===== src/utf8sd_pkg.sv =====
// ----------------------------------------------------------------------------
// UTF-8 stream decoder package
// Shared widths, thresholds, result kinds, register map and structure types.
// ----------------------------------------------------------------------------
package utf8sd_pkg;

  localparam int unsigned CODE_W = 21;
  localparam int unsigned KIND_W = 2;
  localparam int unsigned LIMIT_W = 16;
  localparam int unsigned ADDR_W = 2;
  localparam int unsigned DATA_W = 32;

  localparam logic [LIMIT_W-1:0] MAX_CHAR_LIMIT = 16'd65535;

  localparam logic [7:0] LEAD_ONE_END = 8'h80;
  localparam logic [7:0] LEAD_TWO_END = 8'he0;
  localparam logic [7:0] LEAD_THREE_END = 8'hf0;
  localparam logic [7:0] LEAD_FOUR_END = 8'hf8;
  localparam logic [7:0] CONT_MAX = 8'hbf;
  localparam logic [7:0] NUL_BYTE = 8'h00;

  localparam logic [KIND_W-1:0] KIND_CHAR = 2'd0;
  localparam logic [KIND_W-1:0] KIND_TERM = 2'd1;
  localparam logic [KIND_W-1:0] KIND_ERROR = 2'd2;

  localparam logic [ADDR_W-1:0] ADDR_NARROW_MODE = 2'd0;

  typedef struct packed {
    logic [7:0]         in_byte;
    logic               first_of_string;
    logic [LIMIT_W-1:0] char_limit;
  } item_t;

  typedef struct packed {
    logic              valid;
    logic [CODE_W-1:0] code;
    logic [KIND_W-1:0] kind;
    logic              last;
  } result_t;

  typedef struct packed {
    logic [1:0]         bytes_left;
    logic [CODE_W-1:0]  code_accum;
    logic [LIMIT_W-1:0] chars_done;
    logic [LIMIT_W-1:0] limit_held;
    logic               stopped;
  } dec_state_t;

endpackage


===== src/utf8sd_in_if.sv =====
// ----------------------------------------------------------------------------
// UTF-8 byte channel
// Valid/ready channel carrying one byte of a UTF-8 string per transaction.
// ----------------------------------------------------------------------------
interface utf8sd_in_if import utf8sd_pkg::*; ();
  logic               valid;
  logic               ready;
  logic [7:0]         in_byte;
  logic               first_of_string;
  logic [LIMIT_W-1:0] char_limit;

  modport source (output valid, output in_byte, output first_of_string,
                  output char_limit, input ready);
  modport sink (input valid, input in_byte, input first_of_string,
                input char_limit, output ready);
endinterface


===== src/utf8sd_out_if.sv =====
// ----------------------------------------------------------------------------
// Code point channel
// Valid/ready channel carrying one decoded result per transaction.
// ----------------------------------------------------------------------------
interface utf8sd_out_if import utf8sd_pkg::*; ();
  logic              valid;
  logic              ready;
  logic [CODE_W-1:0] out_code;
  logic [KIND_W-1:0] out_kind;
  logic              out_last;

  modport source (output valid, output out_code, output out_kind,
                  output out_last, input ready);
  modport sink (input valid, input out_code, input out_kind,
                input out_last, output ready);
endinterface


===== src/utf8_stream_decoder_top.sv =====
// A byte is registered in the input register, decoded combinationally there
// and its result is registered in the output register, which presents it.
// Throughput: one byte per cycle while the output register is free; a byte with
// a result waits in the input register otherwise; bytes without one never stall.
// Reset (rst, synchronous, active high) clears narrow mode, empties both
// registers and leaves the decoder waiting for the first byte of a string.
// ----------------------------------------------------------------------------
// UTF-8 stream decoder top level
// Input register, decode core, output register and APB configuration port.
// ----------------------------------------------------------------------------
module utf8_stream_decoder_top import utf8sd_pkg::*; (
  input  logic              clk,
  input  logic              rst,
  utf8sd_in_if.sink         byte_stream,
  utf8sd_out_if.source      code_stream,
  input  logic              psel,
  input  logic              penable,
  input  logic              pwrite,
  input  logic [ADDR_W-1:0] paddr,
  input  logic [DATA_W-1:0] pwdata,
  output logic [DATA_W-1:0] prdata,
  output logic              pready
);

  logic    narrow_mode;
  logic    s1_valid;
  item_t   s1_item;
  logic    out_valid;
  result_t out_res;
  result_t res;
  logic    out_free;
  logic    step;

  assign pready = 1'b1;
  assign prdata = (paddr == ADDR_NARROW_MODE) ? {31'd0, narrow_mode} : '0;

  always_ff @(posedge clk) begin
    if (rst) begin
      narrow_mode <= 1'b0;
    end else if (psel && penable && pwrite && pready &&
                 (paddr == ADDR_NARROW_MODE)) begin
      narrow_mode <= pwdata[0];
    end
  end

  assign out_free = !out_valid || code_stream.ready;
  assign step = s1_valid && (!res.valid || out_free);
  assign byte_stream.ready = !s1_valid || step;

  always_ff @(posedge clk) begin
    if (rst) begin
      s1_valid <= 1'b0;
    end else if (byte_stream.valid && byte_stream.ready) begin
      s1_valid <= 1'b1;
    end else if (step) begin
      s1_valid <= 1'b0;
    end
  end

  always_ff @(posedge clk) begin
    if (byte_stream.valid && byte_stream.ready) begin
      s1_item.in_byte <= byte_stream.in_byte;
      s1_item.first_of_string <= byte_stream.first_of_string;
      s1_item.char_limit <= byte_stream.char_limit;
    end
  end

  utf8sd_core u_core (
    .clk         (clk),
    .rst         (rst),
    .step        (step),
    .item        (s1_item),
    .narrow_mode (narrow_mode),
    .res         (res)
  );

  always_ff @(posedge clk) begin
    if (rst) begin
      out_valid <= 1'b0;
    end else if (out_free) begin
      out_valid <= step && res.valid;
    end
  end

  always_ff @(posedge clk) begin
    if (out_free && step && res.valid) begin
      out_res <= res;
    end
  end

  assign code_stream.valid = out_valid;
  assign code_stream.out_code = out_res.code;
  assign code_stream.out_kind = out_res.kind;
  assign code_stream.out_last = out_res.last;

`ifndef SYNTHESIS
  a_noncharacter_form: assert property (@(posedge clk) disable iff (rst)
    (out_valid && (out_res.kind != KIND_CHAR)) |->
    ((out_res.code == '0) && out_res.last))
    else $error("Terminator or error result with nonzero code or not last.");

  a_stage_holds: assert property (@(posedge clk) disable iff (rst)
    (s1_valid && !step) |=> s1_valid)
    else $error("Input register dropped a byte that was not decoded.");

  a_output_holds: assert property (@(posedge clk) disable iff (rst)
    (out_valid && !code_stream.ready) |=> (out_valid && $stable(out_res)))
    else $error("Output transaction changed while it was stalled.");
`endif

endmodule


===== src/utf8sd_core.sv =====
// ----------------------------------------------------------------------------
// UTF-8 decode core
// Holds the per-string decoder state and decodes one byte per step.
// ----------------------------------------------------------------------------
module utf8sd_core import utf8sd_pkg::*; (
  input  logic    clk,
  input  logic    rst,
  input  logic    step,
  input  item_t   item,
  input  logic    narrow_mode,
  output result_t res
);

  dec_state_t         state;
  dec_state_t         state_next;
  dec_state_t         cur;
  logic [LIMIT_W-1:0] limit_capped;
  logic [LIMIT_W-1:0] chars_inc;
  logic [CODE_W-1:0]  accum_shift;
  logic [7:0]         b;

  assign b = item.in_byte;
  assign limit_capped = ({1'b0, item.char_limit} > {1'b0, MAX_CHAR_LIMIT}) ?
                        MAX_CHAR_LIMIT : item.char_limit;

  always_comb begin
    cur = state;
    if (item.first_of_string) begin
      cur.limit_held = limit_capped;
      cur.chars_done = '0;
      cur.bytes_left = 2'd0;
      cur.code_accum = '0;
      cur.stopped = 1'b0;
    end
  end

  assign chars_inc = cur.chars_done + 16'd1;
  assign accum_shift = {cur.code_accum[CODE_W-7:0], b[5:0]};

  always_comb begin
    state_next = cur;
    res = '0;
    if (item.first_of_string && (limit_capped == '0)) begin
      res.valid = 1'b1;
      res.kind = KIND_TERM;
      res.last = 1'b1;
      state_next.stopped = 1'b1;
    end else if (!cur.stopped) begin
      if (cur.bytes_left != 2'd0) begin
        if (b > CONT_MAX) begin
          state_next.bytes_left = 2'd0;
          state_next.stopped = 1'b1;
          res.valid = 1'b1;
          res.kind = KIND_ERROR;
          res.last = 1'b1;
        end else begin
          state_next.code_accum = accum_shift;
          state_next.bytes_left = cur.bytes_left - 2'd1;
          if (cur.bytes_left == 2'd1) begin
            state_next.chars_done = chars_inc;
            res.valid = 1'b1;
            res.kind = KIND_CHAR;
            res.code = accum_shift;
            res.last = (chars_inc >= cur.limit_held);
            state_next.stopped = (chars_inc >= cur.limit_held);
          end
        end
      end else if (b == NUL_BYTE) begin
        state_next.stopped = 1'b1;
        res.valid = 1'b1;
        res.kind = KIND_TERM;
        res.last = 1'b1;
      end else if (b < LEAD_ONE_END) begin
        state_next.chars_done = chars_inc;
        res.valid = 1'b1;
        res.kind = KIND_CHAR;
        res.code = {14'd0, b[6:0]};
        res.last = (chars_inc >= cur.limit_held);
        state_next.stopped = (chars_inc >= cur.limit_held);
      end else if (b < LEAD_TWO_END) begin
        state_next.code_accum = {16'd0, b[4:0]};
        state_next.bytes_left = 2'd1;
      end else if ((b < LEAD_FOUR_END) && !narrow_mode) begin
        if (b < LEAD_THREE_END) begin
          state_next.code_accum = {17'd0, b[3:0]};
          state_next.bytes_left = 2'd2;
        end else begin
          state_next.code_accum = {18'd0, b[2:0]};
          state_next.bytes_left = 2'd3;
        end
      end else begin
        state_next.stopped = 1'b1;
        res.valid = 1'b1;
        res.kind = KIND_ERROR;
        res.last = 1'b1;
      end
    end
  end

  always_ff @(posedge clk) begin
    if (rst) begin
      state.bytes_left <= 2'd0;
      state.code_accum <= '0;
      state.chars_done <= '0;
      state.limit_held <= '0;
      state.stopped <= 1'b1;
    end else if (step) begin
      state <= state_next;
    end
  end

`ifndef SYNTHESIS
  a_stopped_no_partial: assert property (@(posedge clk) disable iff (rst)
    state.stopped |-> (state.bytes_left == 2'd0))
    else $error("Decoder stopped with a character still in progress.");

  a_stopped_silent: assert property (@(posedge clk) disable iff (rst)
    (step && state.stopped && !item.first_of_string) |-> !res.valid)
    else $error("Result produced while the string was stopped.");

  a_last_stops: assert property (@(posedge clk) disable iff (rst)
    (step && res.valid && res.last) |=> state.stopped)
    else $error("Final result did not stop the string.");
`endif

endmodule


===== src/flat_wrapper.sv =====
// flat-port wrapper written by rule: the top's interface ports become plain ports
module utf8_stream_decoder_top_flat import utf8sd_pkg::*;
  (clk, rst, psel, penable, pwrite, paddr, pwdata, prdata, pready, byte_stream_valid, byte_stream_in_byte, byte_stream_first_of_string, byte_stream_char_limit, byte_stream_ready, code_stream_valid, code_stream_out_code, code_stream_out_kind, code_stream_out_last, code_stream_ready);
  utf8sd_in_if byte_stream_i ();
  utf8sd_out_if code_stream_i ();
  input  logic clk;
  input  logic rst;
  input  logic psel;
  input  logic penable;
  input  logic pwrite;
  input  logic [ADDR_W-1:0] paddr;
  input  logic [DATA_W-1:0] pwdata;
  output logic [DATA_W-1:0] prdata;
  output logic pready;
  input wire logic [$bits(byte_stream_i.valid)-1:0] byte_stream_valid;
  input wire logic [$bits(byte_stream_i.in_byte)-1:0] byte_stream_in_byte;
  input wire logic [$bits(byte_stream_i.first_of_string)-1:0] byte_stream_first_of_string;
  input wire logic [$bits(byte_stream_i.char_limit)-1:0] byte_stream_char_limit;
  output wire logic [$bits(byte_stream_i.ready)-1:0] byte_stream_ready;
  output wire logic [$bits(code_stream_i.valid)-1:0] code_stream_valid;
  output wire logic [$bits(code_stream_i.out_code)-1:0] code_stream_out_code;
  output wire logic [$bits(code_stream_i.out_kind)-1:0] code_stream_out_kind;
  output wire logic [$bits(code_stream_i.out_last)-1:0] code_stream_out_last;
  input wire logic [$bits(code_stream_i.ready)-1:0] code_stream_ready;
  assign byte_stream_i.valid = byte_stream_valid;
  assign byte_stream_i.in_byte = byte_stream_in_byte;
  assign byte_stream_i.first_of_string = byte_stream_first_of_string;
  assign byte_stream_i.char_limit = byte_stream_char_limit;
  assign byte_stream_ready = byte_stream_i.ready;
  assign code_stream_valid = code_stream_i.valid;
  assign code_stream_out_code = code_stream_i.out_code;
  assign code_stream_out_kind = code_stream_i.out_kind;
  assign code_stream_out_last = code_stream_i.out_last;
  assign code_stream_i.ready = code_stream_ready;
  utf8_stream_decoder_top u_core (.clk(clk), .rst(rst), .byte_stream(byte_stream_i), .code_stream(code_stream_i), .psel(psel), .penable(penable), .pwrite(pwrite), .paddr(paddr), .pwdata(pwdata), .prdata(prdata), .pready(pready));
endmodule

===== config.mk =====
export PLATFORM = sky130hd
export DESIGN_NAME = utf8_stream_decoder_top_flat
export DESIGN_NICKNAME = d
export VERILOG_FILES = /design/src/utf8sd_pkg.sv /design/src/utf8sd_in_if.sv /design/src/utf8sd_out_if.sv /design/src/utf8_stream_decoder_top.sv /design/src/utf8sd_core.sv /design/src/flat_wrapper.sv
export SDC_FILE = /design/constraint.sdc
export NUM_CORES = 1
export LEC_CHECK = 0
export ABC_CLOCK_PERIOD_IN_PS = 6400
export BUFFER_PORTS_ARGS = -buffer_cell sky130_fd_sc_hd__buf_2
export CAP_MARGIN = 20
export CORE_MARGIN = 3
export CORE_UTILIZATION = 60
export CTS_BUF_LIST = sky130_fd_sc_hd__clkbuf_2 sky130_fd_sc_hd__clkbuf_4 sky130_fd_sc_hd__clkbuf_8
export DETAILED_ROUTE_END_ITERATION = 12
export PLACE_DENSITY = 0.93
export SLEW_MARGIN = 40
export SYNTH_ARGS = -nofsm -noshare
export SYNTH_HDL_FRONTEND = slang
export SYNTH_HIERARCHICAL = 1
export SYNTH_SLANG_ARGS = --single-unit
export TNS_END_PERCENT = 100

===== constraint.sdc =====
create_clock -name clk -period 6.4 [get_ports clk]
set_input_delay 0.96 -clock clk [delete_from_list [all_inputs] [get_ports clk]]
set_output_delay 0.96 -clock clk [all_outputs]
set_load 0.1 [all_outputs]

==> results of run 1 <==
synthesized netlist by cell type, types with 3 or more instances:
| cell type | instances | share of area [%] |
|---|---|---|
| sky130_fd_sc_hd__buf_2 | 5 | 0.46 |
| sky130_fd_sc_hd__nand4_1 | 5 | 0.58 |
| sky130_fd_sc_hd__a21o_1 | 6 | 0.83 |
| sky130_fd_sc_hd__a21oi_1 | 33 | 3.0 |
| sky130_fd_sc_hd__nand2b_1 | 7 | 0.81 |
| sky130_fd_sc_hd__nand2_1 | 41 | 2.8 |
| sky130_fd_sc_hd__nand3b_1 | 3 | 0.42 |
| sky130_fd_sc_hd__edfxtp_1 | 49 | 27 |
| sky130_fd_sc_hd__inv_1 | 8 | 0.55 |
| sky130_fd_sc_hd__nor4_1 | 5 | 0.58 |
| sky130_fd_sc_hd__buf_4 | 34 | 4.7 |
| sky130_fd_sc_hd__and3_1 | 3 | 0.35 |
| sky130_fd_sc_hd__xnor2_1 | 10 | 1.6 |
| sky130_fd_sc_hd__and2_1 | 22 | 2.5 |
| sky130_fd_sc_hd__nor3_1 | 12 | 1.1 |
| sky130_fd_sc_hd__a22o_1 | 9 | 1.5 |
| sky130_fd_sc_hd__nand3_1 | 20 | 1.8 |
| sky130_fd_sc_hd__clkbuf_1 | 14 | 0.97 |
| sky130_fd_sc_hd__dfxtp_1 | 53 | 20 |
| sky130_fd_sc_hd__ha_1 | 19 | 4.4 |
| sky130_fd_sc_hd__a211oi_1 | 19 | 2.6 |
| sky130_fd_sc_hd__mux2i_1 | 17 | 3.1 |
| sky130_fd_sc_hd__nor2b_1 | 8 | 0.92 |
| sky130_fd_sc_hd__o31ai_1 | 3 | 0.42 |
| sky130_fd_sc_hd__nor2_1 | 50 | 3.5 |
| sky130_fd_sc_hd__o21ai_0 | 25 | 2.3 |
| sky130_fd_sc_hd__o31a_1 | 3 | 0.49 |
| sky130_fd_sc_hd__a31oi_1 | 7 | 0.81 |
| sky130_fd_sc_hd__o2111ai_1 | 5 | 0.81 |
| sky130_fd_sc_hd__nand3_2 | 3 | 0.55 |
state kept, by name, indices dropped and copies added, names as in the netlist:
| signal | cells |
|---|---|
| u_core/code_stream.out_code | 21 |
| u_core/code_stream.out_kind | 2 |
| u_core/code_stream.out_last | 1 |
| u_core/code_stream.valid | 1 |
| u_core/narrow_mode | 1 |
| u_core/s1_item | 25 |
| u_core/s1_valid | 1 |
| u_core/u_core/state | 50 |
critical path, delay by kind of cell, from the launching register on:
family                     cells  cell delay, ps
and+or+nand+nor                4             630
buffers and inverters          3             930
adders and majority gates      1             500
AOI/OAI and AO/OA              2             520
DFF                            1             680
worst max path at each step:
stage / start / end / slack (ps) / cells after the start
global placement: u_core/s1_item[16] / u_core/u_core/state[44] / 2190 / 13
detailed placement: u_core/s1_item[16] / u_core/u_core/state[45] / 2090 / 13
CTS: u_core/s1_item[16] / byte_stream_ready / 1870 / 10
floorplan: paddr[1] / prdata[0] / 2270 / 1
finish: u_core/s1_item[16] / byte_stream_ready / 1790 / 10
global route: u_core/s1_item[16] / byte_stream_ready / 1540 / 10
cells by family after synthesis:
family / share of synthesized area (%)
AOI/OAI and AO/OA: 16.4
xor gates and xnor gates: 1.78
adders and majority gates: 4.39
buffers and inverters: 7.41
DFF: 46.7
muxes: 3.35
other: 0.139
and+or+nand+nor: 19.8
power groups by stage:
stage,sequential (mW),combinational (mW),clock (mW)
6_report,0.727,0.239,0.418
5_1_grt,0.730,0.253,0.448
4_1_cts,0.726,0.236,0.425
3_5_place_dp,0.741,0.235,0
3_3_place_gp,0.739,0.227,0
2_1_floorplan,0.762,0.186,0
routing by layer:
layer	vias to the layer above	wire length (um)
li1	2057	-
met1	2045	4880
met2	233	5850
met3	46	985
met4	0	400
met5	-	0
metrics by stage:
step	util [%]	cells
after detailed placement	64.9	696
after global routing	67.3	712
final	67.3	712
after floorplan	-	579
after CTS	67.3	712
after global placement	64.5	695
layout make-up:
| class | count | share of cell area, % |
|---|---|---|
| well taps | 108 | 2.29 |
| inverters | 10 | 0.637 |
| clock inverters | 7 | 1.46 |
| clock buffers | 9 | 2.10 |
| multi-input cells | 410 | 44.4 |
| flip-flops and latches | 102 | 42.9 |
| repair buffers | 66 | 6.15 |
==> impl_summary.md, run 1 <==
Outcome
The flow ran to the end, and the final reports show no timing, DRC or antenna violations.

Drt
Summing over every cut layer, the via total after detailed routing is approximately 4400. The pre-antenna-repair detailed-routing pass consisted of 5 iterations. The number of violations reported at the end of detailed-routing iteration 0 is 409.

For this block, the routed nets add up to between 10 and 15 mm of wire. The post-detailed-route count of antenna-violating nets is 0. In the routed design, unresolved DRC markers number 0.

The routed wirelength normalized by instance count is 17.0 um. The via density per instance is 6.15.

Synth
The total number of yosys warnings is 6. The post-synthesis average cell area is 9.87 sq um. The share of flip-flops with an asynchronous set or reset after synthesis is 0%. In this run the cell area of the synthesized design comes to 5420 sq um. In this run, synthesis produced a sequential element count of 102. The cell count after synthesis is 549.

The number of distinct library cell variants in the gate-level netlist after synthesis is 65. For this run, the leading register cell type out of synthesis is sky130_fd_sc_hd__dfxtp_1. The share of the Yosys chip area taken by registers is 46.7%. In this run, synthesis inferred slightly below 50 flip-flops with an integrated enable.

Global routing
The first global-routing pass estimated 19.4 mm of wire. Global routing consumed, over all layers together, a little under a quarter of the routing resources. The routing usage on met2 is 39.2%. The total global routing overflow is 0. The layer flagged by global routing as most heavily used is met2. The number of antenna violations at the first check in global routing came to 0. The met1 demand-to-capacity share in global routing is between 30% and 40%.

The met3 global-route usage is 5.88%. Entering global routing, the biggest net connects between 40 and 50 pins. The number of global-route vias before repair came to approximately 4200.

Worst setup path
The startpoint identified for the worst register-to-register timing path is u_core/s1_item[16]. The end of the worst register-to-register path is u_core/u_core/state[28]. In this design, the stage delay of the slowest critical-path cell is 680 ps. The critical path goes through inv_2 -> nand2_1 -> ha_1 -> inv_2 -> o21ai_0 -> o21ai_0 -> nand2_1 -> nand2_1 -> nand3_2 -> buf_2. The depth of the most critical reg-to-reg path is 14. Data on the critical path is required at its endpoint by 5440 ps. The worst setup path is launched from a flip-flop. Of all nets on the critical path, the largest fanout is 18.

The element type at the critical path end is a primary output. For this design, the slowest cell found on the critical path is sky130_fd_sc_hd__edfxtp_1. Setup slack on the worst reg-to-reg path comes out at 1900 ps. The most numerous cell type found on the critical path is sky130_fd_sc_hd__nand2_1. The critical path start-end classification is reg -> out.

The worst endpoint data arrival time is 3650 ps.

STA
Setup repair after global routing left no endpoint under its margin. In the finished design, the share of the clock period the worst path needs comes to 72.0%. The final hold violation count was 0. Headroom to the max-slew limit came out at 45.1%.

The setup TNS is 0 ps. Setup violations remaining at the end of the flow were counted as 0. The final setup skew is 14.3 ps. The worst hold slack after final layout is 478 ps.

For the pin with the worst max-slew slack, the measured transition is 823 ps. After layout, the minimum clock period comes to approximately 4600 ps. The minimum setup slack in the final design is 1790 ps.

The number of max-slew violations in the final report is 0. Timing would allow up to 217 MHz.

Floorplanning
During I/O placement, the number of pins put on the boundary was about 130. The width of the chip is approximately 100 um. The area of the die is 10200 sq um. The floorplan has 34 rows. In this run the standard cell core region covers 8760 sq um. The starting density of the core is 61.8%. The vertical die dimension is 101 um.

Finish
The commonest non-fill, non-tap cell in the layout is sky130_fd_sc_hd__buf_2. Relative to the synthesized area, the layout overhead comes to 8.85%. The final-stage net count is 684. The antenna diode instance count is 0.

The multi-input gate area in the final layout is ~2600 sq um. The layout cell share with drive strength beyond 1 is 17.7%. The total of fill cells in the finished design is about 660. Registers take 2530 sq um. The cell area after layout is around 5900 sq um. In the layout the commonest cells are 61 x sky130_fd_sc_hd__buf_2, 53 x sky130_fd_sc_hd__dfxtp_1, 49 x sky130_fd_sc_hd__nor2_1, 49 x sky130_fd_sc_hd__edfxtp_1, 41 x sky130_fd_sc_hd__nand2_1.

Pwr
The share of total power consumed by net switching is 34.0%. The power density over the cells is 235 nW/um^2. The switching power is 471 uW. The sequential power share is 52.5%. For this design the static power due to leakage is 2.31 nW. The internal portion of the total power is 913 uW.

IR analysis of the VDD net gives a maximum drop of ~0.00012 V. The clock network is responsible for 30.2% of the overall power. The fraction of power consumed by combinational cells is 17.2%. Summing internal, switching and leakage power gives 1.38 mW.

CTS
Buffers inserted during clock tree synthesis total 9. For this design, the CTS-stage hold fixing added 0 buffers. The count of clock tree sinks is 102. The buffer cell driving the clock tree root is sky130_fd_sc_hd__clkbuf_8.

The maximum clock insertion buffer count is 2. The number of setup buffers added after CTS is 0. Clock-pin slew was measured on the worst setup and hold paths at 120 ps. The clock tree from TritonCTS is done. The later pin in the worst-skew pair is clocked with a latency of 380 ps. The H-tree generated during clock tree synthesis spans 3 levels.

Gates resized during post-CTS repair numbered 0.

Placement
OpenSTA, run right after detailed placement, puts the worst setup slack at between 2000 and 2500 ps. The placed instance area is 5690 sq um. The weighted congestion at the end of routability-driven global placement is between 0.9 and 1. The wire-length estimate of the detail-placed layout is 8.44 mm. The count of input and output buffers is 61.

Min path
The path type of the worst min-delay path is reg -> reg. The critical hold path startpoint is u_core/u_core/state[44]. The worst hold path endpoint is u_core/u_core/state[44]. Along the worst hold path, the cell count comes to 1.

Job
The number of maximum-capacitance violations is 0.
Power figures use the tool's default switching activity.
==> run 2, diff against run 1 <==
--- a/config.mk
+++ b/config.mk
@@ -5,14 +5,15 @@
 export SDC_FILE = /design/constraint.sdc
 export NUM_CORES = 1
 export LEC_CHECK = 0
-export ABC_CLOCK_PERIOD_IN_PS = 6400
+export ABC_AREA = 1
+export ABC_CLOCK_PERIOD_IN_PS = 4100
 export BUFFER_PORTS_ARGS = -buffer_cell sky130_fd_sc_hd__buf_2
 export CAP_MARGIN = 20
 export CORE_MARGIN = 3
-export CORE_UTILIZATION = 60
+export CORE_UTILIZATION = 52
 export CTS_BUF_LIST = sky130_fd_sc_hd__clkbuf_2 sky130_fd_sc_hd__clkbuf_4 sky130_fd_sc_hd__clkbuf_8
 export DETAILED_ROUTE_END_ITERATION = 12
-export PLACE_DENSITY = 0.93
+export PLACE_DENSITY = 0.84
 export SLEW_MARGIN = 40
 export SYNTH_ARGS = -nofsm -noshare
 export SYNTH_HDL_FRONTEND = slang
==> constraint.sdc (replaced) <==
create_clock -name clk -period 4.1 [get_ports clk]
set_input_delay 0.615 -clock clk [delete_from_list [all_inputs] [get_ports clk]]
set_output_delay 0.615 -clock clk [all_outputs]
set_load 0.1 [all_outputs]
==> impl_summary.md, run 2 <==
Outcome
Result of the run: completed (unchanged).

Synth
The cell count after synthesis is 836 (was 549). The number of enable-type register cells in the synthesized netlist came to 49 (unchanged). The post-synthesis average cell area is 7.53 sq um (was 9.87 sq um).

Top cells by area in the synthesized netlist: sky130_fd_sc_hd__edfxtp_1 23%, sky130_fd_sc_hd__dfxtp_1 17%, sky130_fd_sc_hd__nand2_1 12%, sky130_fd_sc_hd__inv_1 6.1%, sky130_fd_sc_hd__o21ai_0 4.2% (was sky130_fd_sc_hd__edfxtp_1 27%, sky130_fd_sc_hd__dfxtp_1 20%, sky130_fd_sc_hd__buf_4 4.7%, sky130_fd_sc_hd__ha_1 4.4%, sky130_fd_sc_hd__nor2_1 3.5%). The total number of yosys warnings was 6 (unchanged). The share of flip-flops with an asynchronous set or reset after synthesis came to 0% (unchanged). The cell with the most instances after synthesis is sky130_fd_sc_hd__nand2_1 (was sky130_fd_sc_hd__dfxtp_1). The top cell type's share of synthesized area is 23.4% (was 27.2%). The flip-flop cell with the highest count after synthesis was sky130_fd_sc_hd__dfxtp_1 (unchanged). The number of distinct library cell variants in the gate-level netlist after synthesis is 46 (was 65). The post-synthesis register bit count is 102 (unchanged). The sequential-to-total area share from yosys stat came to 40.2% (was 46.7%). The area of the mapped netlist is 6290 sq um (was 5420 sq um). The cell taking the most area after synthesis is sky130_fd_sc_hd__edfxtp_1 (unchanged). Commonest cells post-synth: 208 x sky130_fd_sc_hd__nand2_1, 102 x sky130_fd_sc_hd__inv_1, 69 x sky130_fd_sc_hd__nor2_1 (was 53 x sky130_fd_sc_hd__dfxtp_1, 50 x sky130_fd_sc_hd__nor2_1, 49 x sky130_fd_sc_hd__edfxtp_1).

CTS
The count of clock tree sinks was 102 (unchanged). The count of hold buffers inserted by post-cts repair is 0 (unchanged). The clock-pin slew on the worst setup and hold paths is 90 ps (was 120 ps). The number of setup buffers added after CTS was 0 (unchanged). The TritonCTS buffer count came to 9 (unchanged).

The buffer cell driving the clock tree root is sky130_fd_sc_hd__clkbuf_8 (unchanged). The maximum clock insertion buffer count is 2 (unchanged). The clock tree from TritonCTS is done (unchanged). The clock latency reported for the late side of the worst-skew pair is 380 ps (about the same).

The H-tree level count is 3 (unchanged). The quantity of gates resized following cts is 0 (unchanged).

Worst setup path
The cell at the slowest stage of the critical path was sky130_fd_sc_hd__ha_1 (was sky130_fd_sc_hd__edfxtp_1). The kind of start point of the critical path is a flip-flop (unchanged). The family of cells with the greatest summed delay on the critical path is buffers and inverters (unchanged).

The required time at the worst-slack endpoint is 4360 ps (was 5440 ps). The largest fanout of any net on the critical path is 37 (was 18). The element type at the critical path end is a flip-flop (was primary output). Series of cell instances along the critical path: inv_2 -> nand2_1 -> ha_1 -> nor2_4 -> inv_2 -> o211ai_1 -> nand2_1 -> inv_1 -> o21ai_1 -> inv_1 -> buf_4 -> inv_2 -> o21ai_0 -> inv_1 (was inv_2 -> nand2_1 -> ha_1 -> inv_2 -> o21ai_0 -> o21ai_0 -> nand2_1 -> nand2_1 -> nand3_2 -> buf_2). The largest incremental delay on the critical path is 460 ps (was 680 ps). The number of buffer and inverter instances along the worst setup path is 7 (was 3). The worst endpoint data arrival time was 3950 ps (was 3650 ps). The flop-to-flop setup slack was 410 ps (was 1900 ps). The critical path start-end classification is reg -> reg (was reg -> out).

Global routing
The largest net degree at the start of global routing is 42 (was 46). The wire length of the first global-routing pass is 23.0 mm (was 19.4 mm). The number of antenna violations at the first check in global routing is 0 (unchanged). The combined global-route utilization of all metal layers is 21.4% (was 23.9%). The total global routing overflow is 0 (unchanged). The number of global-route vias before repair was 4906 (was 4170).

Placement
The HPWL after detailed placement is 9.97 mm (was 8.44 mm). The placed instance area was 6510 sq um (was 5690 sq um). The count of input and output buffers was 61 (unchanged).

The weighted congestion at the end of routability-driven global placement came to 0.913 (was 0.941).

Floorplanning
The number of primary I/O pins is 125 (unchanged). The area of the die was 13500 sq um (was 10200 sq um). The width of the chip is 116 um (was 101 um).

The standard-cell row count is 39 (was 34). The starting density of the core is 54.2% (was 61.8%). The area of the core region was 11600 sq um (was 8760 sq um). The vertical die dimension was 116 um (was 101 um).

STA
The final setup skew came to 11.8 ps (was 14.3 ps). The final count of negative-setup-slack endpoints was 0 (unchanged). RSZ-0062 raised after global routing: false (unchanged). The final hold violation count is 0 (unchanged). The number of max-slew violations in the final report was 0 (unchanged). For this run, the top clock speed supported by timing is 271 MHz. The worst path uses between 90% and 100% of the clock period.

The slew of the pin with the lowest slew margin is 767 ps (was 823 ps). The setup TNS is 0 ps (unchanged). The relative slew slack is 48.9% (was 45.1%). The smallest clock period supported by the final layout is computed as ~3700 ps.

Job
The number of maximum-capacitance violations came to 0 (unchanged).

Drt
The via density per instance is 5.33 (was 6.15). The post-detailed-routing wire length came to 14.0 mm (was 12.1 mm). The DRC violation count after routing is 0 (unchanged). The iteration count of the initial detailed-routing pass came to 7 (was 5).

The detailed-route via count is 5473 (was 4381). The number of violations reported at the end of detailed-routing iteration 0 was 449 (was 409). The routed wirelength normalized by instance count is 13.7 um (was 17.0 um). The post-detailed-route count of antenna-violating nets is 0 (unchanged).

Finish
The layout cell share with drive strength beyond 1 was 15.3% (was 17.7%). The largest register by flop count is u_core/u_core/state (unchanged). The flip-flop count of the largest register, all copies and words added is 50 (unchanged). The antenna diode instance count is 0 (unchanged). The commonest non-fill, non-tap cell in the layout is sky130_fd_sc_hd__nand2_1 (was sky130_fd_sc_hd__buf_2). The cell area after layout is 6690 sq um (was 5900 sq um). Leading cell types in the layout, fill and taps excluded: 208 x sky130_fd_sc_hd__nand2_1, 100 x sky130_fd_sc_hd__inv_1, 69 x sky130_fd_sc_hd__nor2_1 (was 61 x sky130_fd_sc_hd__buf_2, 53 x sky130_fd_sc_hd__dfxtp_1, 49 x sky130_fd_sc_hd__nor2_1, 49 x sky130_fd_sc_hd__edfxtp_1, 41 x sky130_fd_sc_hd__nand2_1).

The signed area change from the synthesized netlist to the final layout was 6.28% (was 8.85%). The final-stage net count is 964 (was 684). The total of fill cells in the finished design is 1052 (was 655).

Pwr
The maximum resistive drop on vdd came to 0.000334 V (was 0.000117 V). The power density over the cells is 327 nW/um^2 (was 235 nW/um^2). The static leakage power came to 3.03 nW (was 2.31 nW).

Min path
The path type of the worst min-delay path is in -> reg (was reg -> reg).
## run 2: cell types whose count changed in the layout (fill, tap and decap cells not counted), moves of 19 or more
cell and delta:
sky130_fd_sc_hd__nand2_1 +167, sky130_fd_sc_hd__inv_1 +92, sky130_fd_sc_hd__nand3_1 +30, sky130_fd_sc_hd__o21ai_0 +28, sky130_fd_sc_hd__nor2_1 +20, sky130_fd_sc_hd__o211ai_1 +20, sky130_fd_sc_hd__a21oi_1 +19, sky130_fd_sc_hd__and2_1 -19
## run 2: logic make-up (layout without fill, tap and decap cells)
| logic type | after synthesis | after routing | synth area share, % |
|---|---|---|---|
| other | 2 | 32 | 0.119 |
| XOR/XNOR | 8 | 8 | 1.11 |
| AND/OR/NAND/NOR | 382 | 382 | 27.6 |
| multiplexers | 3 | 3 | 0.477 |
| AO/OA/AOI/OAI | 146 | 146 | 13.2 |
| flip-flops | 102 | 102 | 40.2 |
| buffers and inverters | 174 | 192 | 13.5 |
| adder cells (fa/ha/maj) | 19 | 19 | 3.78 |
## run 2: stage by stage
stage | power [mW] | setup slack, ps | hold slack [ps] | util, % | cells
2_1_floorplan | 1.56 | 375 | 440 | - | 866
6_report | 2.19 | 408 | 409 | 57.6 | 1027
3_5_place_dp | 1.61 | 537 | 456 | 56.1 | 1011
5_1_grt | 2.28 | 91.0 | 390 | 57.6 | 1027
4_1_cts | 2.19 | 465 | 404 | 57.6 | 1027
3_3_place_gp | 1.60 | 602 | 452 | 56.1 | 1011
## run 2: path summary, 6_finish.rpt
check,to,cells past startpoint,start
setup reg to reg,u_core/u_core/state[1],14,u_core/s1_item[16]
hold reg to reg,u_core/u_core/state[55],2,u_core/u_core/state[55]
setup / recovery,u_core/u_core/state[1],14,u_core/s1_item[16]
hold / removal,u_core/s1_item[19],1,byte_stream_in_byte[2]
## run 2: layout make-up
class                      instances  area [sq um]  share of cell area (%)
sequential                       102          2530                    37.9
clock buffer                      13           154                    2.30
timing repair buffer              66           358                    5.35
multi-input combinational        590          3030                    45.3
inverter                         110           415                    6.21
clock inverter                     3          23.8                   0.355
tap                              143           179                    2.67
## run 2: metal layers
| layer | share of wire (%) | GRT usage [%] |
|---|---|---|
| met1 | 45 | 29.2 |
| met5 | 0 | 0 |
| met4 | 2.3 | 6.81 |
| met3 | 9.3 | 6.01 |
| met2 | 43 | 33.3 |
## run 2: power breakdown
| group | total (mW) | switching (mW) | leakage (nW) | internal [mW] |
|---|---|---|---|---|
| Sequential | 1.14 | 0.0274 | 0.892 | 1.11 |
| Clock | 0.596 | 0.345 | 0.0879 | 0.251 |
| Combinational | 0.456 | 0.364 | 2.05 | 0.0919 |
| Total | 2.19 | 0.737 | 3.03 | 1.45 |
==> run 3, diff against run 2 <==
--- a/config.mk
+++ b/config.mk
@@ -17,6 +17,5 @@
 export SLEW_MARGIN = 40
 export SYNTH_ARGS = -nofsm -noshare
 export SYNTH_HDL_FRONTEND = slang
-export SYNTH_HIERARCHICAL = 1
 export SYNTH_SLANG_ARGS = --single-unit
 export TNS_END_PERCENT = 100
==> impl_summary.md, run 3 <==
CTS
The clock latency reported for the late side of the worst-skew pair is 380 ps (about the same). The clock-pin slew on the worst setup and hold paths is 100 ps (was 90 ps). The count of clock tree sinks is 102 (unchanged). The number of setup buffers added after CTS was 0 (unchanged). The maximum clock insertion buffer count is 2 (unchanged). The quantity of gates resized following cts is 0 (unchanged). The buffer cell driving the clock tree root is sky130_fd_sc_hd__clkbuf_8 (unchanged). The TritonCTS buffer count is 9 (unchanged). The count of hold buffers inserted by post-cts repair is 0 (unchanged). The clock tree from TritonCTS is done (unchanged). The H-tree level count is 3 (unchanged).

STA
The final hold violation count is 0 (unchanged). The highest clock rate came to 263 MHz (was 271 MHz). The setup TNS is 0 ps (unchanged). The relative slew slack is 44.2% (was 48.9%).

The post-route minimum period is 3800 ps (was 3690 ps). RSZ-0062 raised after global routing: false (unchanged). The final setup skew is 11.8 ps (about the same). The number of max-slew violations in the final report was 0 (unchanged). The final count of negative-setup-slack endpoints is 0 (unchanged). The slew of the pin with the lowest slew margin came to 836 ps (was 767 ps). The minimum setup slack in the final design is 304 ps (was 408 ps). The period utilization is 92.6% (was 90.0%).

Synth
The number of distinct library cell variants in the gate-level netlist after synthesis is 43 (was 46). The post-synthesis average cell area was 7.18 sq um (was 7.53 sq um). The number of enable-type register cells in the synthesized netlist came to 49 (unchanged). Top cells by area in the synthesized netlist: sky130_fd_sc_hd__edfxtp_1 23%, sky130_fd_sc_hd__dfxtp_1 16%, sky130_fd_sc_hd__nand2_1 13%, sky130_fd_sc_hd__nor2_1 7.9%, sky130_fd_sc_hd__o21ai_0 5.7% (was sky130_fd_sc_hd__edfxtp_1 23%, sky130_fd_sc_hd__dfxtp_1 17%, sky130_fd_sc_hd__nand2_1 12%, sky130_fd_sc_hd__inv_1 6.1%, sky130_fd_sc_hd__o21ai_0 4.2%).

The share of flip-flops with an asynchronous set or reset after synthesis is 0% (unchanged). The area of the mapped netlist came to 6480 sq um (was 6290 sq um). The total number of yosys warnings is 0 (was 6). The post-synthesis register bit count is 102 (unchanged).

The cell taking the most area after synthesis is sky130_fd_sc_hd__edfxtp_1 (unchanged). The flip-flop cell with the highest count after synthesis is sky130_fd_sc_hd__dfxtp_1 (unchanged). The cell count after synthesis is 902 (was 836).

The top cell type's share of synthesized area is 22.7% (was 23.4%). The cell with the most instances after synthesis is sky130_fd_sc_hd__nand2_1 (unchanged). Commonest cells post-synth: 216 x sky130_fd_sc_hd__nand2_1, 136 x sky130_fd_sc_hd__nor2_1, 91 x sky130_fd_sc_hd__inv_1 (was 208 x sky130_fd_sc_hd__nand2_1, 102 x sky130_fd_sc_hd__inv_1, 69 x sky130_fd_sc_hd__nor2_1).

The sequential-to-total area share from yosys stat is 39.1% (was 40.2%).

Finish
The commonest non-fill, non-tap cell in the layout is sky130_fd_sc_hd__nand2_1 (unchanged). The final-stage net count is 1030 (was 964). The flip-flop count of the largest register, all copies and words added came to 50 (unchanged).

The signed area change from the synthesized netlist to the final layout came to 6.88% (was 6.28%). The cell area after layout is 6920 sq um (was 6690 sq um). The antenna diode instance count is 0 (unchanged).

The final cell count without fillers came to 1118 (was 1027). Leading cell types in the layout, fill and taps excluded: 216 x sky130_fd_sc_hd__nand2_1, 136 x sky130_fd_sc_hd__nor2_1, 91 x sky130_fd_sc_hd__inv_1 (was 208 x sky130_fd_sc_hd__nand2_1, 100 x sky130_fd_sc_hd__inv_1, 69 x sky130_fd_sc_hd__nor2_1). The layout cell share with drive strength beyond 1 was 12.9% (was 15.3%). The largest register by flop count is u_core.u_core.state (was u_core/u_core/state).

Worst setup path
The reg-to-reg startpoint is u_core.s1_item[16] (was u_core/s1_item[16]). The flop-to-flop setup slack came to 550 ps (was 410 ps). The worst endpoint data arrival time is 3180 ps (was 3950 ps). The critical path start-end classification is reg -> out (was reg -> reg). The depth of the most critical reg-to-reg path is 16 (was 14). The source of the critical timing path was u_core.s1_item[16] (was u_core/s1_item[16]). The required time at the worst-slack endpoint is 3480 ps (was 4360 ps). The largest fanout of any net on the critical path was 20 (was 37). The kind of start point of the critical path was a flip-flop (unchanged). The end of the worst register-to-register path is u_core.code_stream.out_last (was u_core/u_core/state[1]).

The critical path endpoint is byte_stream_ready (was u_core/u_core/state[1]). The element type at the critical path end is a primary output (was flip-flop).

Floorplanning
The area of the core region is 12100 sq um (was 11600 sq um). The width of the chip was 118 um (was 116 um). The number of primary I/O pins is 125 (unchanged). The starting density of the core is 53.5% (was 54.2%). The vertical die dimension is 118 um (was 116 um). The area of the die is 13800 sq um (was 13500 sq um). The standard-cell row count is 40 (was 39).

Placement
The HPWL after detailed placement is 11.0 mm (was 9.97 mm). The setup slack after placement is 712 ps (was 537 ps). The total instance count after detailed placement is 1102 (was 1011). The placed instance area is 6720 sq um (was 6510 sq um). The weighted congestion at the end of routability-driven global placement was 0.976 (was 0.913).

The count of input and output buffers came to 61 (unchanged).

Global routing
The number of antenna violations at the first check in global routing is 0 (unchanged). The total global routing overflow is 0 (unchanged). The combined global-route utilization of all metal layers is 22.2% (was 21.4%). The wire length of the first global-routing pass is 25.6 mm (was 23.0 mm). The largest net degree at the start of global routing was 66 (was 42). The number of global-route vias before repair is 5389 (was 4906).

Pwr
The power density over the cells is 335 nW/um^2 (was 327 nW/um^2). The post-route total power is 2.32 mW (was 2.19 mW). The static leakage power was 3.06 nW (was 3.03 nW).

The maximum resistive drop on vdd came to 0.000148 V (was 0.000334 V).

Drt
The post-detailed-route count of antenna-violating nets is 0 (unchanged). The post-detailed-routing wire length is 15.7 mm (was 14.0 mm). The routed wirelength normalized by instance count is 14.0 um (was 13.7 um). The detailed-route via count is 5956 (was 5473). The number of violations reported at the end of detailed-routing iteration 0 is 755 (was 449). The iteration count of the initial detailed-routing pass is 5 (was 7).

The via density per instance is 5.33 (about the same). The DRC violation count after routing was 0 (unchanged).

Min path
The path type of the worst min-delay path is in -> reg (unchanged).

Job
The number of maximum-capacitance violations was 0 (unchanged).

Outcome
Result of the run: completed (unchanged).
## run 3: logic make-up (layout without fill, tap and decap cells)
kind of cell	Yosys count	in the layout	share of synthesized area (%)
and+or+nand+nor	461	461	31.2
buffers and inverters	166	184	12.8
AOI/OAI and AO/OA	144	144	12.0
DFF	102	102	39.1
adders and majority gates	19	19	3.67
xor gates and xnor gates	8	8	1.08
other	2	32	0.116
## run 3: area by class of cell
class	instances	area, sq um
repair buffers	72	388
fillers	1128	5190
multi-input cells	664	3230
clock buffers	10	138
clock inverters	6	66.3
well taps	168	210
flip-flops and latches	102	2530
inverters	96	360
## run 3: metrics by stage
step	utilization, %	hold slack (ps)
floorplan	-	444
global placement	55.5	453
detailed placement	55.5	455
CTS	57.2	393
global route	57.2	390
finish	57.2	398
## run 3: how the worst min path moves through the flow
stage	startpoint	end	slack, ps	cells after the start
finish	byte_stream_in_byte[0]	u_core.s1_item[17]	400	1
global route	byte_stream_in_byte[2]	u_core.s1_item[19]	390	1
CTS	byte_stream_in_byte[0]	u_core.s1_item[17]	390	1
detailed placement	u_core.u_core.state[35]	u_core.u_core.state[35]	460	2
global placement	u_core.u_core.state[31]	u_core.u_core.state[31]	450	2
floorplan	u_core.u_core.state[31]	u_core.u_core.state[31]	440	2
## run 3: where the power goes
group | internal [mW] | switching [mW]
logic | 0.106 | 0.403
registers | 1.12 | 0.0304
clock network | 0.304 | 0.364
## run 3: worst max-delay path, stage by stage, from the launching register on
cell and delay, ps:
sky130_fd_sc_hd__edfxtp_1 470, sky130_fd_sc_hd__inv_2 310, sky130_fd_sc_hd__buf_4 300, sky130_fd_sc_hd__nand2_1 150
sky130_fd_sc_hd__ha_1 220, sky130_fd_sc_hd__inv_1 70, sky130_fd_sc_hd__nand2_1 260, sky130_fd_sc_hd__o21ai_1 250
sky130_fd_sc_hd__inv_2 50, sky130_fd_sc_hd__nand2_2 80, sky130_fd_sc_hd__nand2_4 70, sky130_fd_sc_hd__nand3_1 120
sky130_fd_sc_hd__buf_2 440
## run 3: per-layer routing
layer	vias up	global-route usage, %	share of wire (%)	routed length, um
li1	2956	-	-	-
met1	2699	29.9	43	6800
met2	269	36.8	46	7280
met3	32	2.88	8.1	1260
met4	0	8.28	2.1	329
met5	-	0	0	0
